File: src/hdl/kbed_pkg.sv
// Shared types and constants for the knob and button event decoder.
// Depends on nothing; imported by knob_button_event_decoder.
`default_nettype none

package kbed_pkg;

  // Configuration register indexes
  localparam int unsigned CFG_IDX_BITS = 2;
  typedef enum logic [CFG_IDX_BITS-1:0] {
    CFG_DEBOUNCE   = 2'd0,
    CFG_LONG_CLICK = 2'd1,
    CFG_MIN_CLICK  = 2'd2
  } kbed_cfg_e;

  localparam int unsigned CFG_DATA_BITS = 16;
  typedef logic [CFG_DATA_BITS-1:0] kbed_ms_t;

  localparam kbed_ms_t DEBOUNCE_RESET   = 16'd100;
  localparam kbed_ms_t LONG_CLICK_RESET = 16'd1000;
  localparam kbed_ms_t MIN_CLICK_RESET  = 16'd10;

  // Scroll step codes, two-bit signed
  typedef logic signed [1:0] kbed_step_t;
  localparam kbed_step_t STEP_NONE = 2'sb00;
  localparam kbed_step_t STEP_UP   = 2'sb01;
  localparam kbed_step_t STEP_DOWN = 2'sb11;

  // Stream payload widths (fields padded to whole bytes)
  localparam int unsigned IN_DATA_BITS  = 8;
  localparam int unsigned OUT_DATA_BITS = 8;

endpackage : kbed_pkg

`default_nettype wire

File: src/hdl/knob_button_event_decoder.sv
// Knob and button event decoder: debounced button click / long click and
// quadrature encoder steps, one input beat per millisecond tick.
// Depends on kbed_pkg.
//
//  channel  | dir | handshake                 | payload
//  ---------+-----+---------------------------+-------------------------------
//  s_axis   | in  | s_axis_tvalid/tready      | tdata: button_level, enc_a, enc_b
//  m_axis   | out | m_axis_tvalid/tready      | tdata: scroll_step, click, long_click
//  cfg      | in  | cfg_valid_i/cfg_ready_o   | cfg_index_i, cfg_data_i
//
// One beat in, one beat out; a beat is taken every cycle unless the output
// stalls, and its result passes the input register, then the result register.
// A single combinational compare stage lies between those registers.
// Reset: tick counter 1, stamps 0, button released, encoder A low, config
// registers at their defaults. A stalled output holds its beat; the input
// register takes one more beat, then input ready drops.
`default_nettype none

module knob_button_event_decoder
  import kbed_pkg::*;
#(
  parameter int unsigned TIME_BITS = 32
) (
  input  wire logic                     clk_i,
  input  wire logic                     rst_ni,
  // tdata: [0] button_level, [1] enc_a, [2] enc_b, [7:3] zero
  input  wire logic                     s_axis_tvalid_i,
  output      logic                     s_axis_tready_o,
  input  wire logic [IN_DATA_BITS-1:0]  s_axis_tdata_i,
  // tdata: [1:0] scroll_step, [2] click, [3] long_click, [7:4] zero
  output      logic                     m_axis_tvalid_o,
  input  wire logic                     m_axis_tready_i,
  output      logic [OUT_DATA_BITS-1:0] m_axis_tdata_o,
  input  wire logic                     cfg_valid_i,
  output      logic                     cfg_ready_o,
  input  wire logic [CFG_IDX_BITS-1:0]  cfg_index_i,
  input  wire logic [CFG_DATA_BITS-1:0] cfg_data_i
);

  typedef logic [TIME_BITS-1:0] time_t;

  // Configuration
  kbed_ms_t debounce_q, long_click_q, min_click_q;

  // Input register
  logic in_valid_q;
  logic in_level_q, in_a_q, in_b_q;

  // Decoder state; tick_next_q holds the time stamp of the next tick
  time_t tick_next_q, press_q, release_q, handled_q;
  logic  prev_level_q, prev_a_q;

  // Result register
  logic       out_valid_q;
  kbed_step_t step_q, step_d;
  logic       click_q, click_d, long_q, long_d;

  logic  advance;
  time_t now, press_age, release_age, hold_diff, click_diff;
  logic  level_edge, press_take, release_take, pending;

  assign cfg_ready_o = 1'b1;

  assign advance         = in_valid_q && (!out_valid_q || m_axis_tready_i);
  assign s_axis_tready_o = !in_valid_q || advance;

  always_ff @(posedge clk_i or negedge rst_ni) begin
    if (!rst_ni) begin
      debounce_q   <= DEBOUNCE_RESET;
      long_click_q <= LONG_CLICK_RESET;
      min_click_q  <= MIN_CLICK_RESET;
    end else if (cfg_valid_i) begin
      case (cfg_index_i)
        CFG_DEBOUNCE:   debounce_q   <= cfg_data_i;
        CFG_LONG_CLICK: long_click_q <= cfg_data_i;
        CFG_MIN_CLICK:  min_click_q  <= cfg_data_i;
        default: ;
      endcase
    end
  end

  // Input stage
  always_ff @(posedge clk_i or negedge rst_ni) begin
    if (!rst_ni) begin
      in_valid_q <= 1'b0;
    end else if (s_axis_tready_o) begin
      in_valid_q <= s_axis_tvalid_i;
    end
  end

  always_ff @(posedge clk_i) begin
    if (s_axis_tready_o && s_axis_tvalid_i) begin
      in_level_q <= s_axis_tdata_i[0];
      in_a_q     <= s_axis_tdata_i[1];
      in_b_q     <= s_axis_tdata_i[2];
    end
  end

  // Event logic
  assign now         = tick_next_q;
  assign press_age   = now - press_q;
  assign release_age = now - release_q;
  assign hold_diff   = press_age;

  assign level_edge   = in_level_q != prev_level_q;
  assign press_take   = level_edge && !in_level_q && (press_age > time_t'(debounce_q));
  assign release_take = level_edge && in_level_q && (release_age > time_t'(debounce_q));

  // A fresh press stamp equals now, so it is pending but cannot be long yet
  assign pending = press_take ? (now != handled_q) : (press_q != handled_q);

  // With the button up the press stamp is unchanged this tick
  assign click_diff = release_take ? hold_diff : (release_q - press_q);

  always_comb begin
    step_d = STEP_NONE;
    if (in_a_q != prev_a_q) begin
      step_d = (in_a_q != in_b_q) ? STEP_UP : STEP_DOWN;
    end
    long_d  = pending && !in_level_q && !press_take
              && (hold_diff > time_t'(long_click_q));
    click_d = pending && in_level_q && !click_diff[TIME_BITS-1]
              && (click_diff > time_t'(min_click_q));
  end

  always_ff @(posedge clk_i or negedge rst_ni) begin
    if (!rst_ni) begin
      tick_next_q  <= time_t'(1);
      press_q      <= '0;
      release_q    <= '0;
      handled_q    <= '0;
      prev_level_q <= 1'b1;
      prev_a_q     <= 1'b0;
    end else if (advance) begin
      tick_next_q  <= tick_next_q + time_t'(1);
      prev_level_q <= in_level_q;
      prev_a_q     <= in_a_q;
      if (press_take) begin
        press_q <= now;
      end
      if (release_take) begin
        release_q <= now;
      end
      if (long_d || click_d) begin
        handled_q <= press_q;
      end
    end
  end

  // Result stage
  always_ff @(posedge clk_i or negedge rst_ni) begin
    if (!rst_ni) begin
      out_valid_q <= 1'b0;
    end else if (!out_valid_q || m_axis_tready_i) begin
      out_valid_q <= in_valid_q;
    end
  end

  always_ff @(posedge clk_i) begin
    if (advance) begin
      step_q  <= step_d;
      click_q <= click_d;
      long_q  <= long_d;
    end
  end

  assign m_axis_tvalid_o = out_valid_q;
  assign m_axis_tdata_o  = {{(OUT_DATA_BITS-4){1'b0}}, long_q, click_q, step_q};

  // Checks
  a_one_event: assert property (@(posedge clk_i) disable iff (!rst_ni)
    m_axis_tvalid_o |-> !(click_q && long_q))
    else $error("click and long click in the same beat");

  a_step_code: assert property (@(posedge clk_i) disable iff (!rst_ni)
    m_axis_tvalid_o |-> (step_q != 2'sb10))
    else $error("invalid scroll step code");

  a_no_pending: assert property (@(posedge clk_i) disable iff (!rst_ni)
    (advance && !press_take && (press_q == handled_q)) |=> (!click_q && !long_q))
    else $error("event without a pending press");

  a_ready_stall: assert property (@(posedge clk_i) disable iff (!rst_ni)
    !s_axis_tready_o |-> (in_valid_q && out_valid_q && !m_axis_tready_i))
    else $error("input stalled without a full output");

endmodule : knob_button_event_decoder

`default_nettype wire
File: config.mk
export PLATFORM = sky130hd
export DESIGN_NAME = knob_button_event_decoder
export DESIGN_NICKNAME = d
export VERILOG_FILES = /design/src/hdl/kbed_pkg.sv /design/src/hdl/knob_button_event_decoder.sv
export SDC_FILE = /design/constraint.sdc
export NUM_CORES = 1
export LEC_CHECK = 0
export BUFFER_PORTS_ARGS = -buffer_cell sky130_fd_sc_hd__buf_2
export CAP_MARGIN = 10
export CORE_ASPECT_RATIO = 0.7
export CORE_MARGIN = 2
export CORE_UTILIZATION = 40
export DETAILED_ROUTE_END_ITERATION = 8
export PLACE_DENSITY = 0.64
export SETUP_SLACK_MARGIN = 0.15
export SLEW_MARGIN = 20
export SYNTH_ARGS = -nofsm -noshare
export SYNTH_HDL_FRONTEND = slang
export SYNTH_SLANG_ARGS = --single-unit
File: constraint.sdc
create_clock -name clk_i -period 6.8 [get_ports clk_i]
set_input_delay 1.02 -clock clk_i [delete_from_list [all_inputs] [get_ports clk_i]]
set_output_delay 1.02 -clock clk_i [all_outputs]
set_load 0.1 [all_outputs]
==> run metrics <==
Slew @ Worst Pin 1.04 ns; proportion of synthesized flip-flops having asynchronous set or reset 0.963; Chip Height between 150 and 200 µm; number of max-cap violations 0; Layout fillers between 3000 and 4000; CTS buffer count 17; summed negative setup slack over all endpoints -16.49 ns; primary flip-flop cell chosen by synthesis mapping dfrtp_1; Int Power just under 5 mW; global routing usage summed across all routing layers 0.250; post-layout power slightly above 9 mW; number of hold-slack violations in the final timing report 0; Cell Rows 60; clock tree skew after final layout between 0.01 and 0.015 ns; most frequent cell after synthesis nand2_1; CTS max path bufs 2; Remaining Overflow, GRT 0; Highest Clock Rate 136 MHz; netlist area before placement approximately 0.015 mm²; crit path kind reg -> reg; Startpoint Class flip-flop; synth warn 0; global-route wire length before repair between 70000 and 80000 µm; first-pass iteration count of the detailed router 6; worst setup slack after layout -0.564 ns; maximum ir drop on the vdd rail a little under 0.0003 V; cell accounting for the most synthesized area dfrtp_1; pins over their slew limit 0; commonest cells in the synthesized netlist 185 x nand2_1, 167 x dfrtp_1, 167 x inv_1; relative area change from synthesis to final layout 17.2%; slowest stage cell, crit path dfstp_2; top cell type's share of synthesized area 0.270; number of synthesized flops with an enable pin 7; final core utilization 0.473; TritonCTS clock tree yes; overall via count from detail_route ~14000; layout net count roughly 2100; average cell area after synthesis ~8.5 µm²; sequential share of power 0.161; Detail Route Antenna Nets 0; TritonCTS sink count 187; power dissipated by switching net loads 4.38 mW; ratio of final minimum period to clock period 1.08; gate count of the mapped netlist roughly 1800; outcome complete, but fails checks; maximum number of pins on one net before global-route repair between 100 and 150; setup repair after global routing missed its margin true; Comb power frac 0.717; core footprint 0.0383 mm²; half-perimeter wire length after detailed placement a little under 40000 µm; routed wire length approximately 50000 µm; main area contributors after synthesis dfrtp_1 27%, ha_1 13%, o21ai_0 5.3%, xnor2_1 4.8%, nand2_1 4.5%; flip-flop and latch count after synthesis 187; number of placed I/O pins between 40 and 50; effective utilization at floorplan 0.404; classification of the worst-slack hold path reg -> reg; power share of the clock group 0.122; WL per Instance around 21 µm; leakage dissipation 8.67 nW; initial DRC count 1632; number of DRC violations after detailed routing 0; worst path required time 7.14 ns; violations in the final reports setup timing; post-synthesis sequential area ratio 0.306; Final min period between 7 and 8 ns; initial antenna violation count 1; largest fanout on the critical path 11; die area between 0.04 and 0.05 mm²; power per cell area 507 mW/mm²; count of final setup violators 33; chip width 239 µm; final weighted congestion in routability-driven placement between 0.9 and 1; worst-case headroom to the max-slew limit 0.304; number of global-route vias before repair 13600; arrival time at the worst endpoint slightly below 8 ns; crit-path max cell delay between 0.5 and 0.6 ns; total cell area at the placement stage 0.0170 mm²; count of H-tree levels built during CTS 4; Crit. End Element flip-flop; buffer cell driving the clock tree root clkbuf_16; IO buf count 31; Inserted Diodes 0; Vias/cell approximately 5.8; fraction of power spent switching nets 0.476; number of distinct library cell variants in the gate-level netlist after synthesis 80; hold-fix buffers at CTS 0; area of all placed cells without fillers between 0.015 and 0.02 mm²; pre-CTS setup slack -0.884 ns; ratio of cells with drive above 1 in the final layout 0.172; clock edge transition at the registers on the reported setup and hold paths 0.07 ns; Clk Latency, worst-skew pair roughly 0.47 ns
worst max-delay path, delay by kind of cell (launching register included):
family / cells / cell delay [ns]
AO/OA/AOI/OAI: 16 / 2.47
adder cells (fa/ha/maj): 4 / 1.09
AND/OR/NAND/NOR: 10 / 1.64
flip-flops: 1 / 0.56
XOR/XNOR: 1 / 0.12
buffers and inverters: 6 / 0.84
multiplexers: 2 / 0.51
path summary, 6_finish.rpt:
path                                        start                          end  slack [ns]  cells past startpoint
min                        in_valid_q$_DFFE_PN0N_  m_axis_tvalid_o$_DFFE_PN0P_        0.50                      1
min in group asynchronous                  rst_ni    debounce_q[1]$_DFFE_PN0P_        0.67                      1
max in group asynchronous                  rst_ni          now[20]$_DFFE_PN0P_        4.69                      2
min reg2reg                in_valid_q$_DFFE_PN0N_  m_axis_tvalid_o$_DFFE_PN0P_        0.50                      1
max reg2reg                    now[0]$_DFFE_PN1P_     handled_q[8]$_DFFE_PN0P_       -0.56                     39
max                            now[0]$_DFFE_PN1P_     handled_q[8]$_DFFE_PN0P_       -0.56                     39
timing repair:
| action | 4_1_cts | 5_1_grt |
|---|---|---|
| resized for setup | 27 | 45 |
| pin swaps | 9 | 20 |
| buffers inserted | 8 | 8 |
| endpoints found under the setup margin | 33 | 33 |
| cloned | 2 | 2 |
metrics by stage:
stage                     std cells  hold slack (ns)
after detailed placement       2393            0.482
after global placement         2393            0.472
final                          2445            0.496
after CTS                      2435            0.497
after floorplan                1814            0.448
after global routing           2445            0.532
sequential cells by signal (all words and copies together) (netlist names):
signal           count
in_a_q               1
in_b_q               1
prev_a_q             1
now                 32
long_click_q        16
release_q           32
in_level_q           1
m_axis_tvalid_o      1
click_q              1
handled_q           32
prev_level_q         1
debounce_q          16
press_q             32
in_valid_q           1
long_q               1
min_click_q         16
step_q               2
area by class of cell:
cell class                 instances  area, µm²  share of cell area
timing repair buffer             177       1380              0.0764
tap                              496        621              0.0342
clock inverter                    14        230              0.0127
clock buffer                      18        439              0.0242
multi-input combinational       1385      10100               0.557
inverter                         168        633              0.0349
sequential                       187       4730               0.261
cell usage in the layout (no fill, tap or decap), types with 16 or more instances in the layout:
master | netlist | final
nor3_1 | 26 | 24
o21ai_0 | 163 | 146
nand4_1 | 48 | 48
a211oi_1 | 22 | 21
buf_2 | 5 | 30
a21o_1 | 45 | 45
xnor2_1 | 85 | 84
o21a_1 | 17 | 17
mux2_2 | 43 | 40
clkbuf_16 | 0 | 18
buf_4 | 10 | 129
inv_1 | 167 | 166
nand3_1 | 32 | 31
nand2b_1 | 20 | 20
o22ai_1 | 17 | 17
and3_1 | 27 | 26
dfrtp_1 | 167 | 167
nor2_1 | 81 | 78
nor2b_1 | 18 | 16
ha_1 | 158 | 154
xor2_1 | 48 | 48
mux2i_1 | 25 | 25
nand2_1 | 185 | 182
a21oi_1 | 101 | 98
metal layers:
layer	track usage	vias up	wire (µm)
met5	0	-	0
met1	0.388	6887	25000
li1	-	6739	-
met3	0.0625	44	5160
met4	0.0592	0	775
met2	0.341	561	19700
power by group through the flow:
stage	combinational, mW	sequential, mW	clock (mW)
floorplan	3.87	1.47	0
global placement	5.81	1.48	0
detailed placement	5.92	1.49	0
CTS	6.14	1.47	1.15
global route	7.13	1.50	1.19
finish	6.59	1.48	1.13
kinds of logic (layout without fill, tap and decap cells):
| kind of cell | count (synthesis) | in the layout | share of synthesized area |
|---|---|---|---|
| AND/OR/NAND/NOR | 507 | 507 | 0.161 |
| flip-flops | 187 | 187 | 0.306 |
| other | 2 | 5 | 0.000486 |
| adder cells (fa/ha/maj) | 161 | 161 | 0.132 |
| buffers and inverters | 243 | 377 | 0.0629 |
| multiplexers | 86 | 86 | 0.0606 |
| XOR/XNOR | 133 | 133 | 0.0753 |
| AO/OA/AOI/OAI | 492 | 493 | 0.202 |
(Power assumes the default switching activity.)
